==> config.mk <==
export PLATFORM = sky130hd
export DESIGN_NAME = timestamp_priority_queue_unit
export DESIGN_NICKNAME = d
export VERILOG_FILES = /design/src/rtl/tpq_pkg.sv /design/src/rtl/timestamp_priority_queue_unit.sv /design/src/rtl/tpq_mem.sv /design/src/rtl/tpq_ctrl.sv
export VERILOG_INCLUDE_DIRS = /design/src /design/src/rtl
export SDC_FILE = /design/constraint.sdc
export NUM_CORES = 1
export LEC_CHECK = 0
export BUFFER_PORTS_ARGS = -buffer_cell sky130_fd_sc_hd__buf_2
export CORE_MARGIN = 1
export CORE_UTILIZATION = 57
export CTS_CLUSTER_DIAMETER = 40
export DETAILED_ROUTE_END_ITERATION = 6
export GPL_ROUTABILITY_DRIVEN = 0
export PLACE_DENSITY = 0.75
export SLEW_MARGIN = 15
export SYNTH_ARGS = -nofsm -noshare
export SYNTH_HDL_FRONTEND = slang
export SYNTH_SLANG_ARGS = --single-unit
==> constraint.sdc <==
create_clock -name i_clk -period 6.9 [get_ports i_clk]
set_clock_uncertainty 0.15 [all_clocks]
set_input_delay 0.345 -clock i_clk [delete_from_list [all_inputs] [get_ports i_clk]]
set_output_delay 0.345 -clock i_clk [all_outputs]
set_load 0.02 [all_outputs]
==> src/rtl/timestamp_priority_queue_unit_assert.svh <==
// Assertion helpers for the timestamp priority queue.
// Checks are clocked on i_clk and held off while i_rst_n is low.
`ifndef TIMESTAMP_PRIORITY_QUEUE_UNIT_ASSERT_SVH
`define TIMESTAMP_PRIORITY_QUEUE_UNIT_ASSERT_SVH

// lbl: assertion label, prop: property expression, msg: message string
`define TPQ_ASSERT(lbl, prop, msg) \
    lbl: assert property (@(posedge i_clk) disable iff (!i_rst_n) (prop)) \
        else $error(msg);

`endif

==> src/rtl/tpq_pkg.sv <==
`timescale 1ns / 1ps

package tpq_pkg;

    localparam int DEFAULT_QUEUE_DEPTH = 8;
    localparam int DEFAULT_NODE_COUNT  = 8;

    localparam int STAMP_W  = 32;
    localparam int OP_W     = 2;
    localparam int STATUS_W = 2;

    localparam logic [OP_W-1:0] OP_INSERT = 2'd0;
    localparam logic [OP_W-1:0] OP_REMOVE = 2'd1;
    localparam logic [OP_W-1:0] OP_QUERY  = 2'd2;

    localparam logic [STATUS_W-1:0] STATUS_OK        = 2'd0;
    localparam logic [STATUS_W-1:0] STATUS_FULL      = 2'd1;
    localparam logic [STATUS_W-1:0] STATUS_NOT_FOUND = 2'd2;

    // memory port strobes from the sequencer
    typedef struct packed {
        logic we;
        logic re;
    } t_mem_ctl;

    // per-item result flags from the sequencer
    typedef struct packed {
        logic [STATUS_W-1:0] status;
        logic                is_head;
    } t_res_flags;

endpackage

==> src/rtl/timestamp_priority_queue_unit.sv <==
`timescale 1ns / 1ps
// Sorted priority queue of pending lock requests, keyed by (stamp, node id).
// Input stream (s_axis): one request item per handshake; opcode insert,
// remove by node id, or query. Output stream (m_axis): one result item per
// request with status, head match flag, entry count and the head entry.
// Entries live in a single-port-write, registered-read memory; the slot-zero
// head is shadowed in a register. Each item is taken only while the
// sequencer is idle and is walked through the memory slot by slot:
//   query, full insert, absent-queue remove: straight to the result
//   insert: entries with a larger key move up one slot to make room,
//           then the new entry is written (at once into an empty queue)
//   remove: scan from the head to the match, then the entries above it
//           shift down one slot; a miss scans every entry
// The next item is accepted the cycle after a result loads the output register.
// The result sits in an output register, so the next request is accepted
// while the previous result waits; a stalled receiver holds the sequencer
// at its last step until the output register frees.
// Reset clears the entry count and the control state; the memory is not
// cleared, since only slots below the count are ever read.
`include "timestamp_priority_queue_unit_assert.svh"

module timestamp_priority_queue_unit #(
    parameter int QUEUE_DEPTH = tpq_pkg::DEFAULT_QUEUE_DEPTH,
    parameter int NODE_COUNT  = tpq_pkg::DEFAULT_NODE_COUNT
) (
    input  logic i_clk,
    input  logic i_rst_n,
    input  logic i_s_axis_tvalid,
    output logic o_s_axis_tready,
    // opcode, stamp, node_id (low bit up), zero padded to bytes
    input  logic [((tpq_pkg::OP_W + tpq_pkg::STAMP_W + $clog2(NODE_COUNT) + 7) / 8) * 8 - 1:0]
                 i_s_axis_tdata,
    output logic o_m_axis_tvalid,
    input  logic i_m_axis_tready,
    // status, is_head, entry_count, head_stamp, head_node (low bit up), zero padded
    output logic [((tpq_pkg::STATUS_W + 1 + $clog2(QUEUE_DEPTH + 1) + tpq_pkg::STAMP_W
                   + $clog2(NODE_COUNT) + 7) / 8) * 8 - 1:0]
                 o_m_axis_tdata
);

    localparam int AW  = $clog2(QUEUE_DEPTH);
    localparam int CW  = $clog2(QUEUE_DEPTH + 1);
    localparam int NW  = $clog2(NODE_COUNT);
    localparam int SW  = tpq_pkg::STAMP_W;
    localparam int OW  = tpq_pkg::OP_W;
    localparam int STW = tpq_pkg::STATUS_W;
    localparam int RW  = STW + 1 + CW + SW + NW;
    localparam int OUTW = ((RW + 7) / 8) * 8;
    localparam logic [CW-1:0] DepthC = CW'(QUEUE_DEPTH);

    logic [OW-1:0] w_op;
    logic [SW-1:0] w_stamp;
    logic [NW-1:0] w_node;

    assign w_op    = i_s_axis_tdata[OW-1:0];
    assign w_stamp = i_s_axis_tdata[OW+SW-1:OW];
    assign w_node  = i_s_axis_tdata[OW+SW+NW-1:OW+SW];

    logic                w_out_free;
    logic                w_done;
    tpq_pkg::t_res_flags w_flags;
    logic [CW-1:0]       w_count;
    logic [SW-1:0]       w_head_stamp;
    logic [NW-1:0]       w_head_node;

    tpq_pkg::t_mem_ctl   w_mem;
    logic [AW-1:0]       w_waddr;
    logic [SW-1:0]       w_wstamp;
    logic [NW-1:0]       w_wnode;
    logic [AW-1:0]       w_raddr;
    logic [SW-1:0]       w_rstamp;
    logic [NW-1:0]       w_rnode;
    logic [SW-1:0]       w_mem_head_stamp;
    logic [NW-1:0]       w_mem_head_node;

    logic                r_out_valid;
    logic [STW-1:0]      r_out_status;
    logic                r_out_is_head;
    logic [CW-1:0]       r_out_count;
    logic [SW-1:0]       r_out_head_stamp;
    logic [NW-1:0]       r_out_head_node;

    assign w_out_free = !r_out_valid || i_m_axis_tready;

    tpq_ctrl #(
        .QUEUE_DEPTH (QUEUE_DEPTH),
        .NODE_COUNT  (NODE_COUNT)
    ) u_ctrl (
        .i_clk        (i_clk),
        .i_rst_n      (i_rst_n),
        .i_in_valid   (i_s_axis_tvalid),
        .o_in_ready   (o_s_axis_tready),
        .i_op         (w_op),
        .i_stamp      (w_stamp),
        .i_node       (w_node),
        .i_out_free   (w_out_free),
        .o_done       (w_done),
        .o_flags      (w_flags),
        .o_count      (w_count),
        .o_head_stamp (w_head_stamp),
        .o_head_node  (w_head_node),
        .o_mem        (w_mem),
        .o_waddr      (w_waddr),
        .o_wstamp     (w_wstamp),
        .o_wnode      (w_wnode),
        .o_raddr      (w_raddr),
        .i_rstamp     (w_rstamp),
        .i_rnode      (w_rnode),
        .i_head_stamp (w_mem_head_stamp),
        .i_head_node  (w_mem_head_node)
    );

    tpq_mem #(
        .QUEUE_DEPTH (QUEUE_DEPTH),
        .NODE_COUNT  (NODE_COUNT)
    ) u_mem (
        .i_clk        (i_clk),
        .i_ctl        (w_mem),
        .i_waddr      (w_waddr),
        .i_wstamp     (w_wstamp),
        .i_wnode      (w_wnode),
        .i_raddr      (w_raddr),
        .o_rstamp     (w_rstamp),
        .o_rnode      (w_rnode),
        .o_head_stamp (w_mem_head_stamp),
        .o_head_node  (w_mem_head_node)
    );

    always_ff @(posedge i_clk) begin
        if (!i_rst_n) begin
            r_out_valid <= 1'b0;
        end else if (w_done) begin
            r_out_valid <= 1'b1;
        end else if (i_m_axis_tready) begin
            r_out_valid <= 1'b0;
        end
    end

    always_ff @(posedge i_clk) begin
        if (w_done) begin
            r_out_status     <= w_flags.status;
            r_out_is_head    <= w_flags.is_head;
            r_out_count      <= w_count;
            r_out_head_stamp <= w_head_stamp;
            r_out_head_node  <= w_head_node;
        end
    end

    assign o_m_axis_tvalid = r_out_valid;
    assign o_m_axis_tdata  = OUTW'({r_out_head_node, r_out_head_stamp, r_out_count,
                                    r_out_is_head, r_out_status});

    `TPQ_ASSERT(a_full_at_depth, (r_out_valid && r_out_status == tpq_pkg::STATUS_FULL) |-> (r_out_count == DepthC), "full status with count below depth")
    `TPQ_ASSERT(a_empty_head_zero, (r_out_valid && r_out_count == CW'(0)) |-> (!r_out_is_head && r_out_head_stamp == SW'(0) && r_out_head_node == NW'(0)), "empty queue reports a head")
    `TPQ_ASSERT(a_count_bound, r_out_valid |-> (r_out_count <= DepthC), "entry count above depth")
    `TPQ_ASSERT(a_no_overwrite, w_done |-> (!r_out_valid || i_m_axis_tready), "result loaded over an untaken one")

endmodule

==> src/rtl/tpq_mem.sv <==
`timescale 1ns / 1ps

module tpq_mem #(
    parameter int QUEUE_DEPTH = tpq_pkg::DEFAULT_QUEUE_DEPTH,
    parameter int NODE_COUNT  = tpq_pkg::DEFAULT_NODE_COUNT
) (
    input  logic                        i_clk,
    input  tpq_pkg::t_mem_ctl           i_ctl,
    input  logic [$clog2(QUEUE_DEPTH)-1:0] i_waddr,
    input  logic [tpq_pkg::STAMP_W-1:0] i_wstamp,
    input  logic [$clog2(NODE_COUNT)-1:0] i_wnode,
    input  logic [$clog2(QUEUE_DEPTH)-1:0] i_raddr,
    output logic [tpq_pkg::STAMP_W-1:0] o_rstamp,
    output logic [$clog2(NODE_COUNT)-1:0] o_rnode,
    output logic [tpq_pkg::STAMP_W-1:0] o_head_stamp,
    output logic [$clog2(NODE_COUNT)-1:0] o_head_node
);

    localparam int AW = $clog2(QUEUE_DEPTH);
    localparam int NW = $clog2(NODE_COUNT);
    localparam int SW = tpq_pkg::STAMP_W;

    logic [SW-1:0] mem_stamp [QUEUE_DEPTH];
    logic [NW-1:0] mem_node  [QUEUE_DEPTH];

    logic [SW-1:0] r_rstamp;
    logic [NW-1:0] r_rnode;
    logic [SW-1:0] r_head_stamp;
    logic [NW-1:0] r_head_node;

    always_ff @(posedge i_clk) begin
        if (i_ctl.we) begin
            mem_stamp[i_waddr] <= i_wstamp;
            mem_node[i_waddr]  <= i_wnode;
        end
        if (i_ctl.re) begin
            r_rstamp <= mem_stamp[i_raddr];
            r_rnode  <= mem_node[i_raddr];
        end
    end

    // shadow copy of slot zero so the head is always at hand
    always_ff @(posedge i_clk) begin
        if (i_ctl.we && i_waddr == AW'(0)) begin
            r_head_stamp <= i_wstamp;
            r_head_node  <= i_wnode;
        end
    end

    assign o_rstamp     = r_rstamp;
    assign o_rnode      = r_rnode;
    assign o_head_stamp = r_head_stamp;
    assign o_head_node  = r_head_node;

endmodule

==> src/rtl/tpq_ctrl.sv <==
`timescale 1ns / 1ps

module tpq_ctrl #(
    parameter int QUEUE_DEPTH = tpq_pkg::DEFAULT_QUEUE_DEPTH,
    parameter int NODE_COUNT  = tpq_pkg::DEFAULT_NODE_COUNT
) (
    input  logic                             i_clk,
    input  logic                             i_rst_n,
    // request side
    input  logic                             i_in_valid,
    output logic                             o_in_ready,
    input  logic [tpq_pkg::OP_W-1:0]         i_op,
    input  logic [tpq_pkg::STAMP_W-1:0]      i_stamp,
    input  logic [$clog2(NODE_COUNT)-1:0]    i_node,
    // result side
    input  logic                             i_out_free,
    output logic                             o_done,
    output tpq_pkg::t_res_flags              o_flags,
    output logic [$clog2(QUEUE_DEPTH+1)-1:0] o_count,
    output logic [tpq_pkg::STAMP_W-1:0]      o_head_stamp,
    output logic [$clog2(NODE_COUNT)-1:0]    o_head_node,
    // entry memory
    output tpq_pkg::t_mem_ctl                o_mem,
    output logic [$clog2(QUEUE_DEPTH)-1:0]   o_waddr,
    output logic [tpq_pkg::STAMP_W-1:0]      o_wstamp,
    output logic [$clog2(NODE_COUNT)-1:0]    o_wnode,
    output logic [$clog2(QUEUE_DEPTH)-1:0]   o_raddr,
    input  logic [tpq_pkg::STAMP_W-1:0]      i_rstamp,
    input  logic [$clog2(NODE_COUNT)-1:0]    i_rnode,
    input  logic [tpq_pkg::STAMP_W-1:0]      i_head_stamp,
    input  logic [$clog2(NODE_COUNT)-1:0]    i_head_node
);

    localparam int AW = $clog2(QUEUE_DEPTH);
    localparam int CW = $clog2(QUEUE_DEPTH + 1);
    localparam int NW = $clog2(NODE_COUNT);
    localparam int SW = tpq_pkg::STAMP_W;
    localparam logic [CW-1:0] DepthC = CW'(QUEUE_DEPTH);

    typedef enum logic [5:0] {
        ST_IDLE   = 6'b000001,
        ST_INS    = 6'b000010,
        ST_PUT    = 6'b000100,
        ST_RSCAN  = 6'b001000,
        ST_RSHIFT = 6'b010000,
        ST_DONE   = 6'b100000
    } t_state;

    t_state                       r_state, n_state;
    logic [CW-1:0]                r_count, n_count;
    logic [AW-1:0]                r_pos, n_pos;
    logic [SW-1:0]                r_stamp, n_stamp;
    logic [NW-1:0]                r_node, n_node;
    logic [tpq_pkg::STATUS_W-1:0] r_status, n_status;

    logic          w_key_gt;
    logic [CW-1:0] w_pos_ext;
    logic          w_empty;

    assign w_key_gt  = (i_rstamp > r_stamp) || (i_rstamp == r_stamp && i_rnode > r_node);
    assign w_pos_ext = CW'(r_pos);
    assign w_empty   = (r_count == CW'(0));

    always_ff @(posedge i_clk) begin
        if (!i_rst_n) begin
            r_state <= ST_IDLE;
            r_count <= '0;
        end else begin
            r_state <= n_state;
            r_count <= n_count;
        end
    end

    always_ff @(posedge i_clk) begin
        r_pos    <= n_pos;
        r_stamp  <= n_stamp;
        r_node   <= n_node;
        r_status <= n_status;
    end

    always_comb begin
        n_state  = r_state;
        n_count  = r_count;
        n_pos    = r_pos;
        n_stamp  = r_stamp;
        n_node   = r_node;
        n_status = r_status;
        o_mem    = '0;
        o_waddr  = r_pos;
        o_wstamp = r_stamp;
        o_wnode  = r_node;
        o_raddr  = r_pos;
        o_done   = 1'b0;

        unique case (r_state)
            ST_IDLE: begin
                if (i_in_valid) begin
                    n_stamp  = i_stamp;
                    n_node   = i_node;
                    n_status = tpq_pkg::STATUS_OK;
                    n_state  = ST_DONE;
                    case (i_op)
                        tpq_pkg::OP_INSERT: begin
                            if (r_count == DepthC) begin
                                n_status = tpq_pkg::STATUS_FULL;
                            end else if (w_empty) begin
                                o_mem.we = 1'b1;
                                o_waddr  = '0;
                                o_wstamp = i_stamp;
                                o_wnode  = i_node;
                                n_count  = r_count + CW'(1);
                            end else begin
                                // walk from the tail toward the head
                                o_mem.re = 1'b1;
                                o_raddr  = AW'(r_count - CW'(1));
                                n_pos    = AW'(r_count);
                                n_state  = ST_INS;
                            end
                        end
                        tpq_pkg::OP_REMOVE: begin
                            if (w_empty) begin
                                n_status = tpq_pkg::STATUS_NOT_FOUND;
                            end else begin
                                o_mem.re = 1'b1;
                                o_raddr  = '0;
                                n_pos    = '0;
                                n_state  = ST_RSCAN;
                            end
                        end
                        default: ;  // query and the spare code leave the queue unchanged and just report
                    endcase
                end
            end
            ST_INS: begin
                // read data is the entry just below r_pos
                o_mem.we = 1'b1;
                o_waddr  = r_pos;
                if (w_key_gt) begin
                    o_wstamp = i_rstamp;
                    o_wnode  = i_rnode;
                    n_pos    = r_pos - AW'(1);
                    if (r_pos == AW'(1)) begin
                        n_state = ST_PUT;
                    end else begin
                        o_mem.re = 1'b1;
                        o_raddr  = r_pos - AW'(1) - AW'(1);
                    end
                end else begin
                    n_count = r_count + CW'(1);
                    n_state = ST_DONE;
                end
            end
            ST_PUT: begin
                o_mem.we = 1'b1;
                o_waddr  = r_pos;
                n_count  = r_count + CW'(1);
                n_state  = ST_DONE;
            end
            ST_RSCAN: begin
                if (w_pos_ext + CW'(1) < r_count) begin
                    o_mem.re = 1'b1;
                    o_raddr  = r_pos + AW'(1);
                end
                if (i_rnode == r_node) begin
                    if (w_pos_ext + CW'(1) < r_count) begin
                        n_state = ST_RSHIFT;
                    end else begin
                        n_count = r_count - CW'(1);
                        n_state = ST_DONE;
                    end
                end else if (w_pos_ext + CW'(1) < r_count) begin
                    n_pos = r_pos + AW'(1);
                end else begin
                    n_status = tpq_pkg::STATUS_NOT_FOUND;
                    n_state  = ST_DONE;
                end
            end
            ST_RSHIFT: begin
                // close the gap: entry r_pos+1 moves down to r_pos
                o_mem.we = 1'b1;
                o_waddr  = r_pos;
                o_wstamp = i_rstamp;
                o_wnode  = i_rnode;
                n_pos    = r_pos + AW'(1);
                if (w_pos_ext + CW'(2) < r_count) begin
                    o_mem.re = 1'b1;
                    o_raddr  = r_pos + AW'(1) + AW'(1);
                end else begin
                    n_count = r_count - CW'(1);
                    n_state = ST_DONE;
                end
            end
            ST_DONE: begin
                if (i_out_free) begin
                    o_done  = 1'b1;
                    n_state = ST_IDLE;
                end
            end
            default: n_state = ST_IDLE;
        endcase
    end

    assign o_in_ready      = (r_state == ST_IDLE);
    assign o_flags.status  = r_status;
    assign o_flags.is_head = !w_empty && i_head_stamp == r_stamp && i_head_node == r_node;
    assign o_count         = r_count;
    assign o_head_stamp    = w_empty ? '0 : i_head_stamp;
    assign o_head_node     = w_empty ? '0 : i_head_node;

endmodule

==> impl.org <==
** Run status
- Status :: complete, no violations

** Timing
- In this run the tightest slew margin relative to its limit is between 20% and 30%.
- Setup repair after global routing missed its margin :: no
- Setup-failing EPs final :: 0
- Fin Setup TNS :: 0 ns
- Static timing analysis puts the maximum clock frequency at approximately 0.17 GHz.
- The count of pins over their slew limit came to 0.
- The final critical path takes up a little over 80% of the cycle.
- The clock period could shrink to 5.73 ns.
- Total count of hold-check failures in the final report :: 0
- At the pin with the least slew margin, the transition time is approximately 1.1 ns.

** Clock tree
- TritonCTS built the clock tree.
- After clock tree synthesis, the clock-pin slew on the worst setup and hold paths is 0.06 ns.
- Clock tree synthesis selected as its root buffer the cell sky130_fd_sc_hd__clkbuf_16.
- Counting every sink on the clock net gives roughly 440.
- The H-tree was split into 2 levels.
- Hold repair after CTS inserted 39 buffers.
- Longest Clk Path Bufs :: 3
- After clock tree synthesis, the repair step resized 0 gates.
- The number of clock buffers added by TritonCTS is 52.
- Setup repair bufs after CTS :: 0
- For the worst-skew pair, the clock arrives at the later sink with an insertion delay of about 0.59 ns.

** Power and ir drop
- Total power of the final layout :: roughly 9.9 mW
- In this run the power spent charging and discharging nets is approximately 3.7 mW.
- For this design the static power due to leakage is about 7.7 nW.
- Combinational logic is responsible for between 30% and 40% of the overall power.
- Of the total power, the share spent switching nets is ~37%.
- Share of total power in sequential cells :: a little under two fifths
- Power density over the cells :: roughly 430 mW/mm2
- The worst-case IR drop observed on VDD is ~0.00037 V.
- The clock network accounts for between 20% and 30% of the total power.
- Total internal power :: slightly above 6 mW

** Worst setup path
- The critical path starts at u_mem.o_rstamp[15].
- Worst path slowest cell :: sky130_fd_sc_hd__a311o_2
- For the worst setup path, the data arrival time is around 5.9 ns.
- Endpoint class of the critical path :: flip-flop
- At the worst endpoint, the required time is between 7 and 8 ns.
- Depth of the worst register-to-register path :: 12
- The signal on the critical path passes through ha_1 > nand4_1 > nor4_1 > a221oi_1 > a31oi_1 > or3_1 > a311o_2 > buf_4 > buf_4 > nor3b_1 > a2111oi_0 > nor4_1.
- Setup slack on the worst reg-to-reg path comes out at 1.17 ns.
- STA classifies the critical path startpoint as a flip-flop.
- Destination of the critical timing path :: u_mem.o_rstamp[6]
- Crit Reg-Reg Startpoint :: u_mem.o_rstamp[15]
- Along the worst path, the maximum fanout reaches 53.
- The largest single stage delay on the critical path is ~0.72 ns.
- Critical path type :: reg -> reg
- The worst register-to-register path ends at u_mem.o_rstamp[6].

** Place
- HPWL after detailed placement :: slightly above 30000 um
- Count of input and output buffers :: between 80 and 90

** Floorplanning
- Width of the die :: approximately 190 um
- Die Span Y :: between 150 and 200 um
- Total number of placement rows :: 68
- Io pins :: 94
- For this configuration, the core starts out at a cell density of slightly below 60%.
- The total area inside the core boundary comes to approximately 0.035 mm2.
- Floorplan die area :: 0.0360 mm2

** Logic synthesis
- Sorting the synthesized cells by area gives the leading types as sky130_fd_sc_hd__edfxtp_1 (65%), sky130_fd_sc_hd__nor3b_1 (5.2%), sky130_fd_sc_hd__ha_1 (3.1%).
- The most used flip-flop cell after synthesis is sky130_fd_sc_hd__edfxtp_1.
- Leading post-synthesis cells by instance count :: sky130_fd_sc_hd__edfxtp_1 (432), sky130_fd_sc_hd__nor3b_1 (140), sky130_fd_sc_hd__a21oi_1 (109)
- The Yosys step of the flow raised 0 warnings.
- Count of distinct cell types in the synthesized netlist :: 63
- Proportion of register bits with asynchronous set or reset after synthesis :: 0%
- The mapped netlist covers between 0.02 and 0.025 mm2.
- After synthesis the netlist holds a flip-flop and latch count of roughly 440.
- Count leader, synth :: sky130_fd_sc_hd__edfxtp_1
- Number of instances in the synthesized netlist :: roughly 1.5k
- Area share of the largest cell type after synthesis :: 64.6%
- The largest total area in the synthesized netlist belongs to sky130_fd_sc_hd__edfxtp_1.
- The share of the Yosys chip area taken by registers is between 60% and 70%.
- Syn Area/Cell :: between 10 and 15 um2
- Number of flops mapped to enable cells by yosys :: about 430

** Drt
- First-pass DRT Iterations :: 6
- Routed vias :: 13.6k
- The routed design has just over 50000 um of wire.
- In the routed layout, each cell is associated on average with a via count of 6.57.
- Antenna Nets Post-Route :: 0
- For this run, design rule violations remaining after detail routing come to 0.
- Routed wire length per instance :: ~25 um
- Detailed router's first-iteration violation count :: around 1.5k

** GRT
- Vias in the first global route :: 13.2k
- The initial antenna violation count is 0.
- Global routing consumed, over all layers together, 28.4% of the routing resources.
- Wire length of the first global-routing pass :: 76600 um
- Total gr overflow :: 0
- Maximum number of pins on one net before global-route repair :: 79

** Final layout
- From synthesis to final layout, the design area changed by 15.0%.
- At the end of the flow, the number of nets in the layout was 1667.
- The repair_antennas step left the layout with diodes totalling 0.
- Of the cells placed in the final design, the portion with a size suffix greater than 1 is between 10% and 20%.
- Counting the fill cells in the layout gives 2330.

** Job
- Max-cap violation count :: 0

** Worst hold path
- The worst hold path belongs to the class in -> reg.
final cells by class:
class | instances | area (um2) | area share [%]
Inverter | 60 | 226 | 0.981
Sequential cell | 443 | 13200 | 57.2
Multi-Input combinational cell | 865 | 6320 | 27.4
Clock buffer | 63 | 1340 | 5.82
Clock inverter | 33 | 372 | 1.61
Tap cell | 455 | 569 | 2.47
Timing Repair Buffer | 152 | 1050 | 4.57
worst max-delay path: cells and delay by family (launching register included):
kind | cells | cell delay (ns)
AO/OA/AOI/OAI | 4 | 2.07
adder cells (fa/ha/maj) | 1 | 0.37
buffers and inverters | 2 | 1.22
flip-flops | 1 | 0.50
AND/OR/NAND/NOR | 5 | 1.01
per-stage QoR:
step	std cells	instance area [um2]	hold WS [ns]	utilization, %	setup slack, ns
2_1_floorplan	1476	20100	0.250	-	1.29
3_3_place_gp	1935	21000	0.254	60.5	1.51
3_5_place_dp	1935	21000	0.276	60.5	1.43
4_1_cts	2070	23100	0.147	66.6	1.30
5_1_grt	2071	23100	0.180	66.6	0.920
6_report	2071	23100	0.162	66.6	1.17
worst min path at each step:
stage                             from                  to  slack, ns  cells after the start
finish               i_s_axis_tdata[1]  u_ctrl.r_status[0]       0.16                      4
floorplan           u_ctrl.r_status[0]     r_out_status[0]       0.25                      0
detailed placement  u_ctrl.r_status[1]     r_out_status[1]       0.28                      0
CTS                  i_s_axis_tdata[1]  u_ctrl.r_status[0]       0.15                      4
global placement    u_ctrl.r_status[0]     r_out_status[0]       0.25                      0
global route         i_s_axis_tdata[1]  u_ctrl.r_status[0]       0.18                      4
metal layers:
metal  routed length [um]  share of wire (%)  up-vias  GRT usage (%)
met1                20400                 40     6730           39.7
li1                     -                  -     5982              -
met2                23700                 47      796           45.2
met3                 5300                 10      103           4.56
met5                    0                  0        -              0
met4                 1390                2.7        0           10.2
cell families (layout without fill, tap and decap cells):
logic type      after synthesis  count (layout)  synth area share (%)
compound gates              362             362                  13.4
xor+xnor                     46              46                  2.01
fa+ha+maj                    49              49                  3.05
buf+inv                     168             308                  3.51
flops                       443             443                  65.7
mux                           4               4                 0.199
other cells                   1               6                0.0187
simple gates                398             398                  12.1
power groups by stage:
stage / clock network [mW] / logic [mW] / registers (mW)
after global placement: 0 / 3.26 / 3.83
after global routing: 2.81 / 3.72 / 3.81
final: 2.68 / 3.44 / 3.80
after floorplan: 0 / 2.41 / 3.77
after CTS: 2.71 / 3.39 / 3.79
after detailed placement: 0 / 3.35 / 3.84
sequential cells by signal, indices dropped and copies added, names as in the netlist, 2 cells and up:
name                count
u_mem.o_head_stamp     32
u_ctrl.r_state          6
r_out_head_node         3
u_ctrl.o_count          4
r_out_status            2
u_mem.mem_node         24
u_ctrl.r_pos            3
u_mem.o_rnode           3
u_ctrl.r_status         2
u_ctrl.r_node           3
r_out_head_stamp       32
u_mem.mem_stamp       256
u_ctrl.r_stamp         32
u_mem.o_head_node       3
r_out_count             4
u_mem.o_rstamp         32
placed cells by master, fill, tap and decap left out, types with 8 or more instances in the layout:
master,synthesis,final
sky130_fd_sc_hd__a2111oi_0,42,42
sky130_fd_sc_hd__a2111oi_2,30,30
sky130_fd_sc_hd__a211oi_1,74,74
sky130_fd_sc_hd__a21oi_1,109,109
sky130_fd_sc_hd__a222oi_1,11,11
sky130_fd_sc_hd__a31oi_1,8,8
sky130_fd_sc_hd__and2_1,43,43
sky130_fd_sc_hd__buf_2,13,84
sky130_fd_sc_hd__buf_4,7,27
sky130_fd_sc_hd__clkbuf_1,80,11
sky130_fd_sc_hd__clkbuf_16,0,52
sky130_fd_sc_hd__clkinv_1,1,8
sky130_fd_sc_hd__dfxtp_1,11,11
sky130_fd_sc_hd__dlygate4sd3_1,0,39
sky130_fd_sc_hd__edfxtp_1,432,432
sky130_fd_sc_hd__ha_1,49,49
sky130_fd_sc_hd__inv_1,58,58
sky130_fd_sc_hd__nand2_1,36,36
sky130_fd_sc_hd__nand3_1,17,16
sky130_fd_sc_hd__nand4_1,8,8
sky130_fd_sc_hd__nor2_1,58,55
sky130_fd_sc_hd__nor3_1,11,9
sky130_fd_sc_hd__nor3b_1,140,140
sky130_fd_sc_hd__nor4_1,49,47
sky130_fd_sc_hd__o211ai_1,8,8
sky130_fd_sc_hd__o21ai_0,35,34
sky130_fd_sc_hd__xnor2_1,18,18
sky130_fd_sc_hd__xor2_1,28,28
Note: power is estimated with default switching activity, not from simulation.
